**src/pec_pkg.sv**
```systemverilog
// ----------------------------------------------------------------------------
// pec_pkg
// shared widths, register indexes and curve codes of the easing curve block
// ----------------------------------------------------------------------------
package pec_pkg;

    localparam int TIME_WIDTH      = 16;
    localparam int FRAC_BITS       = 16;
    localparam int FUNC_WIDTH      = 4;
    localparam int VAL_WIDTH       = 24;

    // progress and curve values in unsigned q1.frac, range 0 .. one
    localparam int Q_WIDTH         = FRAC_BITS + 1;
    localparam int DIFF_WIDTH      = VAL_WIDTH + 1;
    localparam int PROD_WIDTH      = DIFF_WIDTH + Q_WIDTH + 1;
    localparam int SCALE_WIDTH     = PROD_WIDTH - FRAC_BITS;

    localparam int CFG_INDEX_WIDTH = 2;
    localparam int CFG_DATA_WIDTH  = (TIME_WIDTH > VAL_WIDTH) ? TIME_WIDTH : VAL_WIDTH;

    localparam logic [CFG_INDEX_WIDTH-1:0] REG_DURATION    = 2'd0;
    localparam logic [CFG_INDEX_WIDTH-1:0] REG_START_VALUE = 2'd1;
    localparam logic [CFG_INDEX_WIDTH-1:0] REG_END_VALUE   = 2'd2;

    localparam logic [FUNC_WIDTH-1:0] FUNC_QUAD_IN     = 4'd0;
    localparam logic [FUNC_WIDTH-1:0] FUNC_QUAD_OUT    = 4'd1;
    localparam logic [FUNC_WIDTH-1:0] FUNC_QUAD_INOUT  = 4'd2;
    localparam logic [FUNC_WIDTH-1:0] FUNC_CUBIC_IN    = 4'd3;
    localparam logic [FUNC_WIDTH-1:0] FUNC_CUBIC_OUT   = 4'd4;
    localparam logic [FUNC_WIDTH-1:0] FUNC_CUBIC_INOUT = 4'd5;
    localparam logic [FUNC_WIDTH-1:0] FUNC_QUART_IN    = 4'd6;
    localparam logic [FUNC_WIDTH-1:0] FUNC_QUART_OUT   = 4'd7;
    localparam logic [FUNC_WIDTH-1:0] FUNC_QUART_INOUT = 4'd8;

    localparam logic [Q_WIDTH-1:0] Q_ONE  = Q_WIDTH'(1) << FRAC_BITS;
    localparam logic [Q_WIDTH-1:0] Q_HALF = Q_WIDTH'(1) << (FRAC_BITS - 1);

    localparam logic signed [PROD_WIDTH-1:0]  ROUND_HALF = PROD_WIDTH'(1) << (FRAC_BITS - 1);
    localparam logic signed [SCALE_WIDTH-1:0] VAL_MAX    =
        SCALE_WIDTH'((64'sd1 <<< (VAL_WIDTH - 1)) - 64'sd1);
    localparam logic signed [SCALE_WIDTH-1:0] VAL_MIN    =
        SCALE_WIDTH'(-(64'sd1 <<< (VAL_WIDTH - 1)));

    typedef enum logic [1:0] {
        KIND_IN,
        KIND_OUT,
        KIND_INOUT,
        KIND_NONE
    } curve_kind_t;

    typedef enum logic [1:0] {
        ORDER_2,
        ORDER_3,
        ORDER_4
    } curve_order_t;

    typedef struct packed {
        curve_kind_t  kind;
        curve_order_t order;
    } curve_sel_t;

endpackage

```
**src/pec_intf.sv**
```systemverilog
// ----------------------------------------------------------------------------
// pec_req_if / pec_rsp_if
// valid/ready channels carrying request and result words of the easing block
// ----------------------------------------------------------------------------
interface pec_req_if import pec_pkg::*; ();
    logic                  valid;
    logic                  ready;
    logic [FUNC_WIDTH-1:0] func;
    logic [TIME_WIDTH-1:0] elapsed;

    modport source (output valid, func, elapsed, input ready);
    modport sink   (input valid, func, elapsed, output ready);
endinterface

interface pec_rsp_if import pec_pkg::*; ();
    logic                        valid;
    logic                        ready;
    logic signed [VAL_WIDTH-1:0] eased_value;
    logic                        time_clamped;

    modport source (output valid, eased_value, time_clamped, input ready);
    modport sink   (input valid, eased_value, time_clamped, output ready);
endinterface

```
**src/polynomial_easing_curve.sv**
```systemverilog
// ----------------------------------------------------------------------------
// polynomial_easing_curve
// quad / cubic / quart ease-in, ease-out and ease-in-out between two values
// ----------------------------------------------------------------------------
// channel   dir   handshake          payload
// req       in    valid / ready      func, elapsed
// rsp       out   valid / ready      eased_value, time_clamped
// cfg       in    cfg_we             cfg_index, cfg_wdata (duration, start, end)
//
// one word per cycle sustained while rsp takes its words; a taken word runs
// through in, the restoring divider (one quotient bit a stage), sel, pw1 .. pw3,
// crv, mul, rnd and out; reset clears all valid bits and loads duration 1,
// start 0, end 0; every stage moves together; the pipe holds only while rsp
// has a word that is not taken, so req.ready follows that single condition
// ----------------------------------------------------------------------------
module polynomial_easing_curve import pec_pkg::*; (
    input  logic                       clk,
    input  logic                       rst_n,
    input  logic                       cfg_we,
    input  logic [CFG_INDEX_WIDTH-1:0] cfg_index,
    input  logic [CFG_DATA_WIDTH-1:0]  cfg_wdata,
    pec_req_if.sink                    req,
    pec_rsp_if.source                  rsp
);

    // truncating q1.frac product, operands never exceed one
    function automatic logic [Q_WIDTH-1:0] qmul(input logic [Q_WIDTH-1:0] a,
                                                 input logic [Q_WIDTH-1:0] b);
        logic [2*Q_WIDTH-1:0] prod;
        prod = a * b;
        return prod[FRAC_BITS +: Q_WIDTH];
    endfunction

    // curve code to shape and polynomial order
    function automatic curve_sel_t decode_func(input logic [FUNC_WIDTH-1:0] code);
        curve_sel_t sel;
        sel.kind  = KIND_NONE;
        sel.order = ORDER_2;
        unique case (code) inside
            FUNC_QUAD_IN, FUNC_CUBIC_IN, FUNC_QUART_IN:          sel.kind = KIND_IN;
            FUNC_QUAD_OUT, FUNC_CUBIC_OUT, FUNC_QUART_OUT:       sel.kind = KIND_OUT;
            FUNC_QUAD_INOUT, FUNC_CUBIC_INOUT, FUNC_QUART_INOUT: sel.kind = KIND_INOUT;
            default:                                             sel.kind = KIND_NONE;
        endcase
        unique case (code) inside
            FUNC_CUBIC_IN, FUNC_CUBIC_OUT, FUNC_CUBIC_INOUT:     sel.order = ORDER_3;
            FUNC_QUART_IN, FUNC_QUART_OUT, FUNC_QUART_INOUT:     sel.order = ORDER_4;
            default:                                             sel.order = ORDER_2;
        endcase
        return sel;
    endfunction

    // ------------------------------------------------------------------
    // configuration registers
    // ------------------------------------------------------------------
    // duration is stored with zero already mapped to one tick
    logic [TIME_WIDTH-1:0]        duration_reg, duration_next;
    logic signed [VAL_WIDTH-1:0]  start_value_reg, start_value_next;
    logic signed [VAL_WIDTH-1:0]  end_value_reg, end_value_next;
    // end minus start, exact; read only deep in the pipe
    logic signed [DIFF_WIDTH-1:0] diff_reg, diff_next;

    always_comb
    begin
        duration_next    = duration_reg;
        start_value_next = start_value_reg;
        end_value_next   = end_value_reg;
        if (cfg_we)
        begin
            unique case (cfg_index)
                REG_DURATION:
                begin
                    if (cfg_wdata[TIME_WIDTH-1:0] == '0)
                        duration_next = TIME_WIDTH'(1);
                    else
                        duration_next = cfg_wdata[TIME_WIDTH-1:0];
                end
                REG_START_VALUE: start_value_next = cfg_wdata[VAL_WIDTH-1:0];
                REG_END_VALUE:   end_value_next   = cfg_wdata[VAL_WIDTH-1:0];
                default: ;
            endcase
        end
        diff_next = DIFF_WIDTH'(end_value_reg) - DIFF_WIDTH'(start_value_reg);
    end

    always_ff @(posedge clk or negedge rst_n)
    begin
        if (!rst_n)
        begin
            duration_reg    <= TIME_WIDTH'(1);
            start_value_reg <= '0;
            end_value_reg   <= '0;
            diff_reg        <= '0;
        end
        else
        begin
            duration_reg    <= duration_next;
            start_value_reg <= start_value_next;
            end_value_reg   <= end_value_next;
            diff_reg        <= diff_next;
        end
    end

    // ------------------------------------------------------------------
    // pipe advance: everything moves unless the result word is stuck
    // ------------------------------------------------------------------
    logic advance;
    assign advance   = !rsp.valid || rsp.ready;
    assign req.ready = advance;

    // ------------------------------------------------------------------
    // stage in: clamp the time and take the integer quotient bit
    // te <= duration, so that bit is set exactly when te equals duration
    // ------------------------------------------------------------------
    logic                  in_valid_reg;
    logic [FUNC_WIDTH-1:0] in_func_reg, in_func_next;
    logic                  in_clamp_reg, in_clamp_next;
    logic [TIME_WIDTH-1:0] in_rem_reg, in_rem_next;
    logic [Q_WIDTH-1:0]    in_quo_reg, in_quo_next;

    always_comb
    begin
        in_func_next  = req.func;
        in_clamp_next = req.elapsed > duration_reg;
        if (req.elapsed >= duration_reg)
        begin
            in_rem_next = '0;
            in_quo_next = Q_WIDTH'(1);
        end
        else
        begin
            in_rem_next = req.elapsed;
            in_quo_next = '0;
        end
    end

    // ------------------------------------------------------------------
    // divider: one fractional quotient bit per stage, remainder < duration
    // ------------------------------------------------------------------
    logic                  div_valid_reg [FRAC_BITS];
    logic [FUNC_WIDTH-1:0] div_func_reg  [FRAC_BITS];
    logic                  div_clamp_reg [FRAC_BITS];
    logic [TIME_WIDTH-1:0] div_rem_reg   [FRAC_BITS];
    logic [TIME_WIDTH-1:0] div_rem_next  [FRAC_BITS];
    logic [Q_WIDTH-1:0]    div_quo_reg   [FRAC_BITS];
    logic [Q_WIDTH-1:0]    div_quo_next  [FRAC_BITS];

    logic                  div_valid_src [FRAC_BITS];
    logic [FUNC_WIDTH-1:0] div_func_src  [FRAC_BITS];
    logic                  div_clamp_src [FRAC_BITS];
    logic [TIME_WIDTH-1:0] div_rem_src   [FRAC_BITS];
    logic [Q_WIDTH-1:0]    div_quo_src   [FRAC_BITS];
    logic [TIME_WIDTH:0]   div_shift     [FRAC_BITS];
    logic                  div_ge        [FRAC_BITS];

    assign div_valid_src[0] = in_valid_reg;
    assign div_func_src[0]  = in_func_reg;
    assign div_clamp_src[0] = in_clamp_reg;
    assign div_rem_src[0]   = in_rem_reg;
    assign div_quo_src[0]   = in_quo_reg;

    for (genvar g = 1; g < FRAC_BITS; g++)
    begin : g_div_link
        assign div_valid_src[g] = div_valid_reg[g-1];
        assign div_func_src[g]  = div_func_reg[g-1];
        assign div_clamp_src[g] = div_clamp_reg[g-1];
        assign div_rem_src[g]   = div_rem_reg[g-1];
        assign div_quo_src[g]   = div_quo_reg[g-1];
    end

    always_comb
    begin
        for (int i = 0; i < FRAC_BITS; i++)
        begin
            div_shift[i] = {div_rem_src[i], 1'b0};
            div_ge[i]    = div_shift[i] >= {1'b0, duration_reg};
            if (div_ge[i])
                div_rem_next[i] = TIME_WIDTH'(div_shift[i] - {1'b0, duration_reg});
            else
                div_rem_next[i] = div_shift[i][TIME_WIDTH-1:0];
            div_quo_next[i] = {div_quo_src[i][Q_WIDTH-2:0], div_ge[i]};
        end
    end

    // progress p, q1.frac in 0 .. one
    logic                  p_valid;
    logic [FUNC_WIDTH-1:0] p_func;
    logic                  p_clamp;
    logic [Q_WIDTH-1:0]    p_value;

    assign p_valid = div_valid_reg[FRAC_BITS-1];
    assign p_func  = div_func_reg[FRAC_BITS-1];
    assign p_clamp = div_clamp_reg[FRAC_BITS-1];
    assign p_value = div_quo_reg[FRAC_BITS-1];

    // ------------------------------------------------------------------
    // stage sel: decode the curve and form the power base
    //   in: p   out: one - p   in-out: 2 * min(p, one - p)
    // ------------------------------------------------------------------
    logic               sel_valid_reg;
    logic               sel_clamp_reg;
    curve_kind_t        sel_kind_reg, sel_kind_next;
    curve_order_t       sel_order_reg, sel_order_next;
    logic               sel_hi_reg, sel_hi_next;
    logic [Q_WIDTH-1:0] sel_x_reg, sel_x_next;
    curve_sel_t         sel_dec;
    logic [Q_WIDTH-1:0] sel_fold;

    always_comb
    begin
        sel_dec        = decode_func(p_func);
        sel_kind_next  = sel_dec.kind;
        sel_order_next = sel_dec.order;
        sel_hi_next    = p_value >= Q_HALF;
        sel_fold       = sel_hi_next ? (Q_ONE - p_value) : p_value;
        case (sel_dec.kind)
            KIND_IN:    sel_x_next = p_value;
            KIND_OUT:   sel_x_next = Q_ONE - p_value;
            KIND_INOUT: sel_x_next = {sel_fold[Q_WIDTH-2:0], 1'b0};
            default:    sel_x_next = '0;
        endcase
    end

    // ------------------------------------------------------------------
    // power stages: square, then up to two more truncated products
    // ------------------------------------------------------------------
    logic               pw1_valid_reg, pw1_clamp_reg, pw1_hi_reg;
    curve_kind_t        pw1_kind_reg;
    curve_order_t       pw1_order_reg;
    logic [Q_WIDTH-1:0] pw1_x_reg, pw1_acc_reg, pw1_acc_next;

    logic               pw2_valid_reg, pw2_clamp_reg, pw2_hi_reg;
    curve_kind_t        pw2_kind_reg;
    curve_order_t       pw2_order_reg;
    logic [Q_WIDTH-1:0] pw2_x_reg, pw2_acc_reg, pw2_acc_next;

    logic               pw3_valid_reg, pw3_clamp_reg, pw3_hi_reg;
    curve_kind_t        pw3_kind_reg;
    logic [Q_WIDTH-1:0] pw3_acc_reg, pw3_acc_next;

    always_comb
    begin
        pw1_acc_next = qmul(sel_x_reg, sel_x_reg);
        if (pw1_order_reg == ORDER_2)
            pw2_acc_next = pw1_acc_reg;
        else
            pw2_acc_next = qmul(pw1_acc_reg, pw1_x_reg);
        if (pw2_order_reg == ORDER_4)
            pw3_acc_next = qmul(pw2_acc_reg, pw2_x_reg);
        else
            pw3_acc_next = pw2_acc_reg;
    end

    // ------------------------------------------------------------------
    // stage crv: shape the power into the curve value c in 0 .. one
    // ------------------------------------------------------------------
    logic               crv_valid_reg, crv_clamp_reg;
    logic [Q_WIDTH-1:0] crv_c_reg, crv_c_next;
    logic [Q_WIDTH-1:0] crv_half;

    always_comb
    begin
        crv_half = pw3_acc_reg >> 1;
        case (pw3_kind_reg)
            KIND_IN:    crv_c_next = pw3_acc_reg;
            KIND_OUT:   crv_c_next = Q_ONE - pw3_acc_reg;
            KIND_INOUT: crv_c_next = pw3_hi_reg ? (Q_ONE - crv_half) : crv_half;
            default:    crv_c_next = '0;
        endcase
    end

    // ------------------------------------------------------------------
    // stage mul: (end - start) * c, signed
    // ------------------------------------------------------------------
    logic                         mul_valid_reg, mul_clamp_reg;
    logic signed [PROD_WIDTH-1:0] mul_prod_reg, mul_prod_next;
    logic signed [Q_WIDTH:0]      mul_c;

    always_comb
    begin
        mul_c         = {1'b0, crv_c_reg};
        mul_prod_next = diff_reg * mul_c;
    end

    // ------------------------------------------------------------------
    // stage rnd: add one half and drop the fraction (floor)
    // ------------------------------------------------------------------
    logic                          rnd_valid_reg, rnd_clamp_reg;
    logic signed [SCALE_WIDTH-1:0] rnd_s_reg, rnd_s_next;
    logic signed [PROD_WIDTH-1:0]  rnd_sum;

    always_comb
    begin
        rnd_sum    = mul_prod_reg + ROUND_HALF;
        rnd_s_next = rnd_sum[PROD_WIDTH-1:FRAC_BITS];
    end

    // ------------------------------------------------------------------
    // output register: start + s, saturated to the value range
    // ------------------------------------------------------------------
    logic                          out_valid_reg;
    logic                          out_clamp_reg;
    logic signed [VAL_WIDTH-1:0]   out_value_reg, out_value_next;
    logic signed [SCALE_WIDTH-1:0] out_sum;

    always_comb
    begin
        out_sum = SCALE_WIDTH'(start_value_reg) + rnd_s_reg;
        if (out_sum > VAL_MAX)
            out_value_next = VAL_MAX[VAL_WIDTH-1:0];
        else if (out_sum < VAL_MIN)
            out_value_next = VAL_MIN[VAL_WIDTH-1:0];
        else
            out_value_next = out_sum[VAL_WIDTH-1:0];
    end

    assign rsp.valid        = out_valid_reg;
    assign rsp.eased_value  = out_value_reg;
    assign rsp.time_clamped = out_clamp_reg;

    // ------------------------------------------------------------------
    // valid bits, cleared by reset
    // ------------------------------------------------------------------
    always_ff @(posedge clk or negedge rst_n)
    begin
        if (!rst_n)
        begin
            in_valid_reg  <= 1'b0;
            for (int i = 0; i < FRAC_BITS; i++)
                div_valid_reg[i] <= 1'b0;
            sel_valid_reg <= 1'b0;
            pw1_valid_reg <= 1'b0;
            pw2_valid_reg <= 1'b0;
            pw3_valid_reg <= 1'b0;
            crv_valid_reg <= 1'b0;
            mul_valid_reg <= 1'b0;
            rnd_valid_reg <= 1'b0;
            out_valid_reg <= 1'b0;
        end
        else if (advance)
        begin
            in_valid_reg  <= req.valid;
            for (int i = 0; i < FRAC_BITS; i++)
                div_valid_reg[i] <= div_valid_src[i];
            sel_valid_reg <= p_valid;
            pw1_valid_reg <= sel_valid_reg;
            pw2_valid_reg <= pw1_valid_reg;
            pw3_valid_reg <= pw2_valid_reg;
            crv_valid_reg <= pw3_valid_reg;
            mul_valid_reg <= crv_valid_reg;
            rnd_valid_reg <= mul_valid_reg;
            out_valid_reg <= rnd_valid_reg;
        end
    end

    // ------------------------------------------------------------------
    // data registers, no reset
    // ------------------------------------------------------------------
    always_ff @(posedge clk)
    begin
        if (advance)
        begin
            in_func_reg  <= in_func_next;
            in_clamp_reg <= in_clamp_next;
            in_rem_reg   <= in_rem_next;
            in_quo_reg   <= in_quo_next;

            for (int i = 0; i < FRAC_BITS; i++)
            begin
                div_func_reg[i]  <= div_func_src[i];
                div_clamp_reg[i] <= div_clamp_src[i];
                div_rem_reg[i]   <= div_rem_next[i];
                div_quo_reg[i]   <= div_quo_next[i];
            end

            sel_clamp_reg <= p_clamp;
            sel_kind_reg  <= sel_kind_next;
            sel_order_reg <= sel_order_next;
            sel_hi_reg    <= sel_hi_next;
            sel_x_reg     <= sel_x_next;

            pw1_clamp_reg <= sel_clamp_reg;
            pw1_kind_reg  <= sel_kind_reg;
            pw1_order_reg <= sel_order_reg;
            pw1_hi_reg    <= sel_hi_reg;
            pw1_x_reg     <= sel_x_reg;
            pw1_acc_reg   <= pw1_acc_next;

            pw2_clamp_reg <= pw1_clamp_reg;
            pw2_kind_reg  <= pw1_kind_reg;
            pw2_order_reg <= pw1_order_reg;
            pw2_hi_reg    <= pw1_hi_reg;
            pw2_x_reg     <= pw1_x_reg;
            pw2_acc_reg   <= pw2_acc_next;

            pw3_clamp_reg <= pw2_clamp_reg;
            pw3_kind_reg  <= pw2_kind_reg;
            pw3_hi_reg    <= pw2_hi_reg;
            pw3_acc_reg   <= pw3_acc_next;

            crv_clamp_reg <= pw3_clamp_reg;
            crv_c_reg     <= crv_c_next;

            mul_clamp_reg <= crv_clamp_reg;
            mul_prod_reg  <= mul_prod_next;

            rnd_clamp_reg <= mul_clamp_reg;
            rnd_s_reg     <= rnd_s_next;

            out_clamp_reg <= rnd_clamp_reg;
            out_value_reg <= out_value_next;
        end
    end

    // ------------------------------------------------------------------
    // assertions
    // ------------------------------------------------------------------
    // remainder of the last divider stage always stays below the divisor
    a_div_rem_below_duration: assert property (@(posedge clk) disable iff (!rst_n)
        p_valid |-> (div_rem_reg[FRAC_BITS-1] < duration_reg))
        else $error("divider remainder not below duration");

    // progress never exceeds one: integer bit set means zero fraction
    a_progress_max_one: assert property (@(posedge clk) disable iff (!rst_n)
        (p_valid && p_value[FRAC_BITS]) |-> (p_value[FRAC_BITS-1:0] == '0))
        else $error("progress above one");

    // power base stays within 0 .. one for every curve shape
    a_base_max_one: assert property (@(posedge clk) disable iff (!rst_n)
        sel_valid_reg |-> (sel_x_reg <= Q_ONE))
        else $error("power base above one");

    // curve value stays within 0 .. one
    a_curve_max_one: assert property (@(posedge clk) disable iff (!rst_n)
        crv_valid_reg |-> (crv_c_reg <= Q_ONE))
        else $error("curve value above one");

    // a held result word keeps the whole pipe frozen, no word enters; checked on the in and rnd valid bits
    a_stall_blocks_input: assert property (@(posedge clk) disable iff (!rst_n)
        (out_valid_reg && !rsp.ready) |=> ($stable(in_valid_reg) && $stable(rnd_valid_reg)))
        else $error("pipe moved during output stall");

endmodule
```
**src/flat_wrapper.sv**
```systemverilog
// flat-port wrapper written by rule: the top's interface ports become plain ports
module polynomial_easing_curve_flat import pec_pkg::*;
  (clk, rst_n, cfg_we, cfg_index, cfg_wdata, req_valid, req_func, req_elapsed, req_ready, rsp_valid, rsp_eased_value, rsp_time_clamped, rsp_ready);
  pec_req_if req_i ();
  pec_rsp_if rsp_i ();
  input  logic clk;
  input  logic rst_n;
  input  logic cfg_we;
  input  logic [CFG_INDEX_WIDTH-1:0] cfg_index;
  input  logic [CFG_DATA_WIDTH-1:0] cfg_wdata;
  input wire logic [$bits(req_i.valid)-1:0] req_valid;
  input wire logic [$bits(req_i.func)-1:0] req_func;
  input wire logic [$bits(req_i.elapsed)-1:0] req_elapsed;
  output wire logic [$bits(req_i.ready)-1:0] req_ready;
  output wire logic [$bits(rsp_i.valid)-1:0] rsp_valid;
  output wire logic [$bits(rsp_i.eased_value)-1:0] rsp_eased_value;
  output wire logic [$bits(rsp_i.time_clamped)-1:0] rsp_time_clamped;
  input wire logic [$bits(rsp_i.ready)-1:0] rsp_ready;
  assign req_i.valid = req_valid;
  assign req_i.func = req_func;
  assign req_i.elapsed = req_elapsed;
  assign req_ready = req_i.ready;
  assign rsp_valid = rsp_i.valid;
  assign rsp_eased_value = rsp_i.eased_value;
  assign rsp_time_clamped = rsp_i.time_clamped;
  assign rsp_i.ready = rsp_ready;
  polynomial_easing_curve u_core (.clk(clk), .rst_n(rst_n), .cfg_we(cfg_we), .cfg_index(cfg_index), .cfg_wdata(cfg_wdata), .req(req_i), .rsp(rsp_i));
endmodule
```
**config.mk**
```make
export PLATFORM = sky130hd
export DESIGN_NAME = polynomial_easing_curve_flat
export DESIGN_NICKNAME = d
export VERILOG_FILES = /design/src/pec_pkg.sv /design/src/pec_intf.sv /design/src/polynomial_easing_curve.sv /design/src/flat_wrapper.sv
export SDC_FILE = /design/constraint.sdc
export NUM_CORES = 2
export LEC_CHECK = 0
export ABC_AREA = 1
export ABC_CLOCK_PERIOD_IN_PS = 40600
export BUFFER_PORTS_ARGS = -buffer_cell sky130_fd_sc_hd__buf_2
export CAP_MARGIN = 20
export CORE_ASPECT_RATIO = 1.25
export CORE_MARGIN = 2
export CORE_UTILIZATION = 40
export CTS_CLUSTER_SIZE = 30
export DETAILED_ROUTE_END_ITERATION = 12
export GPL_ROUTABILITY_DRIVEN = 0
export REMOVE_ABC_BUFFERS = 1
export SETUP_SLACK_MARGIN = 0.1
export SLEW_MARGIN = 5
export SYNTH_ARGS = -nofsm -noshare
export SYNTH_HDL_FRONTEND = slang
export SYNTH_SLANG_ARGS = --single-unit
```
**constraint.sdc**
```tcl
create_clock -name clk -period 40.6 [get_ports clk]
set_input_delay 8.12 -clock clk [delete_from_list [all_inputs] [get_ports clk]]
set_output_delay 8.12 -clock clk [all_outputs]
set_load 0.005 [all_outputs]
```
==> flow_summary_export.csv <==
group,metric,value,unit
synthesis,syn_area,90500,um^2
routing,first_iter_violations,4570,
worst_setup_path,required,32.48,ns
synthesis,synth_top_cell_by_area,"edfxtp_1",
routing,wl_met2,113000,um
synthesis,seq_area_frac_synth,0.270,
run_status,status,"finished, final reports clean",
global_route,grt_max_degree,188,
global_route,grt.overflow.total,0,
clock_tree,cts_tree,"built",
sta,fin_crit,17.20,ns
routing,vias,68900,
clock_tree,cts_root_buf,"clkbuf_16",
placement,dpl_worst_slack,23.35,ns
synthesis,synth-seq-cells,832,
synthesis,synth_cell_types,67,
routing,drc,0,
synthesis,synthCells,10700,
synthesis,synth-edff-count,718,
routing,wire_per_inst,16.4,um
layout,nets,12500,
hold_path,min_path_type,"reg2reg",
sta,drv_slew,0,
routing,drt-vias-per-instance,5.05,
global_route,grt.total_usage,0.197,
sta,fin_crit_sh,0.424,
clock_tree,clkTransAtPathRegs,0.06,ns
layout,largest_reg_flops,240,
clock_tree,cts_num_sinks,832,
sta,slew_headroom,0.249,
worst_setup_path,cp_max_fo,61,
layout,multi_input_area,55500,um^2
worst_setup_path,cpMostUsedCell,"buf_2",
global_route,antenna_found_initial,5,
worst_setup_path,cp-end-kind,"primary output",
global_route,grt_pass1_vias,72700,
sta,setup_ws,23.40,ns
routing,routedLengthMet1,92100,um
clock_tree,clk_latency,0.76,ns
worst_setup_path,crit_arrival,9.08,ns
worst_setup_path,slowest_stage,"nand2_4",
layout,layout-drive-gt1-share,0.0392,
synthesis,synthFlopType,"edfxtp_1",
worst_setup_path,crit_path_start_kind,"input port",
synthesis,async_reset_ff_frac,0.137,
clock_tree,post_cts_resized,0,
sta,final-setup-viol-count,0,
global_route,grt_pass1_wl,369000,um
floorplanning,io_pins,78,
sta,fin_skew,0.0995,ns
layout,syn2layout_area_growth,7.05,%
routing,drtAntennaViolNets,0,
sta,setup_tns,0,ns
synthesis,syn_area_per_cell,8.44,um^2
routing,drt-total-wl,224000,um
floorplanning,core,225000,um^2
clock_tree,cts_made_buffers,91,
floorplanning,num_rows,195,
synthesis,synth_top_area_frac,0.238,
floorplanning,dieArea,230000,um^2
sta,hold_viol,0,
worst_setup_path,crit_chain,"buf_2, inv_1, nand2_4, buf_2",
worst_setup_path,critical_path_class,"in2out",
routing,wl_met3,10300,um
clock_tree,hold_buffers,0,
floorplanning,die_w,430,um
layout,regArea,24400,um^2
clock_tree,cts_buffer_depth,3,
layout,fill_cells,22200,
floorplanning,die_h,536,um
sta,fin_hold_ws,0.345,ns
synthesis,ys_warn_count,0,
sta,worst_pin_slew,1.13,ns
clock_tree,htree_levels,3,
floorplanning,initial_utilization,0.402,
sta,rsz0062_at_grt,"no",
worst_setup_path,crit_buf_inv,3,
routing,top_layer,"met5",
routing,dr.pass1.iters,8,
placement,port_buffers,77,
worst_setup_path,slowest_delay,0.57,ns
placement,hpwlAfterDp,170000,um
worst_setup_path,path_delay_family,"simple AND/OR/NAND/NOR gates",
clock_tree,post_cts_buffers,0,
sta,fmax,0.0581,GHz
synthesis,ys_top_cells_by_area,"edfxtp_1 (24%), fa_1 (24%), nand2_1 (11%)",
job,maxCapViolCount,0,
layout,finish.utilization,0.430,
[final timing paths]
| check | startpoint | endpoint | slack (ns) | cells past startpoint |
|---|---|---|---|---|
| hold reg to reg | u_core.div_quo_reg[1][69] | u_core.div_quo_reg[1][87] | 0.35 | 0 |
| min in group asynchronous | rst_n | u_core.div_valid_reg[1] | 7.42 | 1 |
| setup / recovery | rsp_ready | req_ready | 23.40 | 4 |
| setup reg to reg | u_core.crv_c_reg[3] | u_core.mul_prod_reg[42] | 33.72 | 18 |
| max in group asynchronous | rst_n | u_core.div_valid_reg[6] | 31.97 | 2 |
| hold / removal | u_core.div_quo_reg[1][69] | u_core.div_quo_reg[1][87] | 0.35 | 0 |
[layout make-up]
cell class / instances / share of cell area
inverter: 2448 / 0.0948
sequential: 832 / 0.252
clock buffer: 114 / 0.0261
timing repair buffer: 142 / 0.00966
multi-input combinational: 7110 / 0.572
antenna: 2 / 0.0000516
clock inverter: 57 / 0.00685
tap: 2955 / 0.0381
[cells in the final DEF, fill, tap and decap left out, types with 15 or more instances in the layout]
cell and n:
nor4_1 24, nor3_1 76, a21o_1 45, a31oi_1 38
buf_4 60, buf_2 76, nor2_1 621, o21a_1 21
a21boi_0 19, ha_1 736, nand2_1 2590, nand2_2 32
o21ai_1 16, dfrtp_1 113, nand3_1 356, nand2_4 15
a21oi_1 534, clkinv_1 15, fa_1 1063, o221ai_1 22
xor2_1 183, o21ai_0 320, nor2_2 15, nand3b_1 22
nand4_1 48, o211ai_1 25, nand3_2 17, xnor2_1 136
clkbuf_16 97, inv_1 2442, edfxtp_1 718, o21bai_1 39
[cells in the mapped netlist (all sizes together), types with 2 or more instances]
| master | number |
|---|---|
| a211oi | 5 |
| a21boi | 24 |
| a21o | 45 |
| a21oi | 537 |
| a221oi | 10 |
| a311oi | 2 |
| a31o | 4 |
| a31oi | 38 |
| and2 | 3 |
| and3 | 8 |
| buf | 40 |
| clkbuf | 303 |
| dfrtp | 113 |
| edfxtp | 718 |
| fa | 1063 |
| ha | 736 |
| inv | 2447 |
| nand2 | 2637 |
| nand3 | 373 |
| nand3b | 23 |
| nand4 | 50 |
| nor2 | 637 |
| nor3 | 83 |
| nor3b | 3 |
| nor4 | 24 |
| nor4b | 6 |
| o211ai | 25 |
| o21a | 21 |
| o21ai | 348 |
| o21bai | 41 |
| o221ai | 22 |
| o22ai | 3 |
| o31ai | 2 |
| or2 | 12 |
| xnor2 | 136 |
| xor2 | 183 |
[layer usage]
metal / up-vias / global-route usage
li1: 32900 / -
met4: 2 / 0.0752
met5: - / 0
met3: 485 / 0.0211
met1: 33700 / 0.242
met2: 1834 / 0.356
[through the flow]
step | area, um^2 | std cells
finish | 96900 | 13700
global placement | 93700 | 13500
CTS | 96900 | 13700
detailed placement | 93700 | 13500
global route | 96900 | 13700
floorplan | 89100 | 10400
[cell families after synthesis]
group                    count (synthesis)  synth area share
XOR/XNOR                               319            0.0309
adder cells (fa/ha/maj)               1799             0.337
AND/OR/NAND/NOR                       3859             0.174
multiplexers                             1          0.000124
AO/OA/AOI/OAI                         1132            0.0706
buffers and inverters                 2791             0.118
flip-flops                             832             0.270
Power is left out: the tool's default activity adds up to more than one toggle a clock period on the data nets, which glitch-free logic cannot reach.
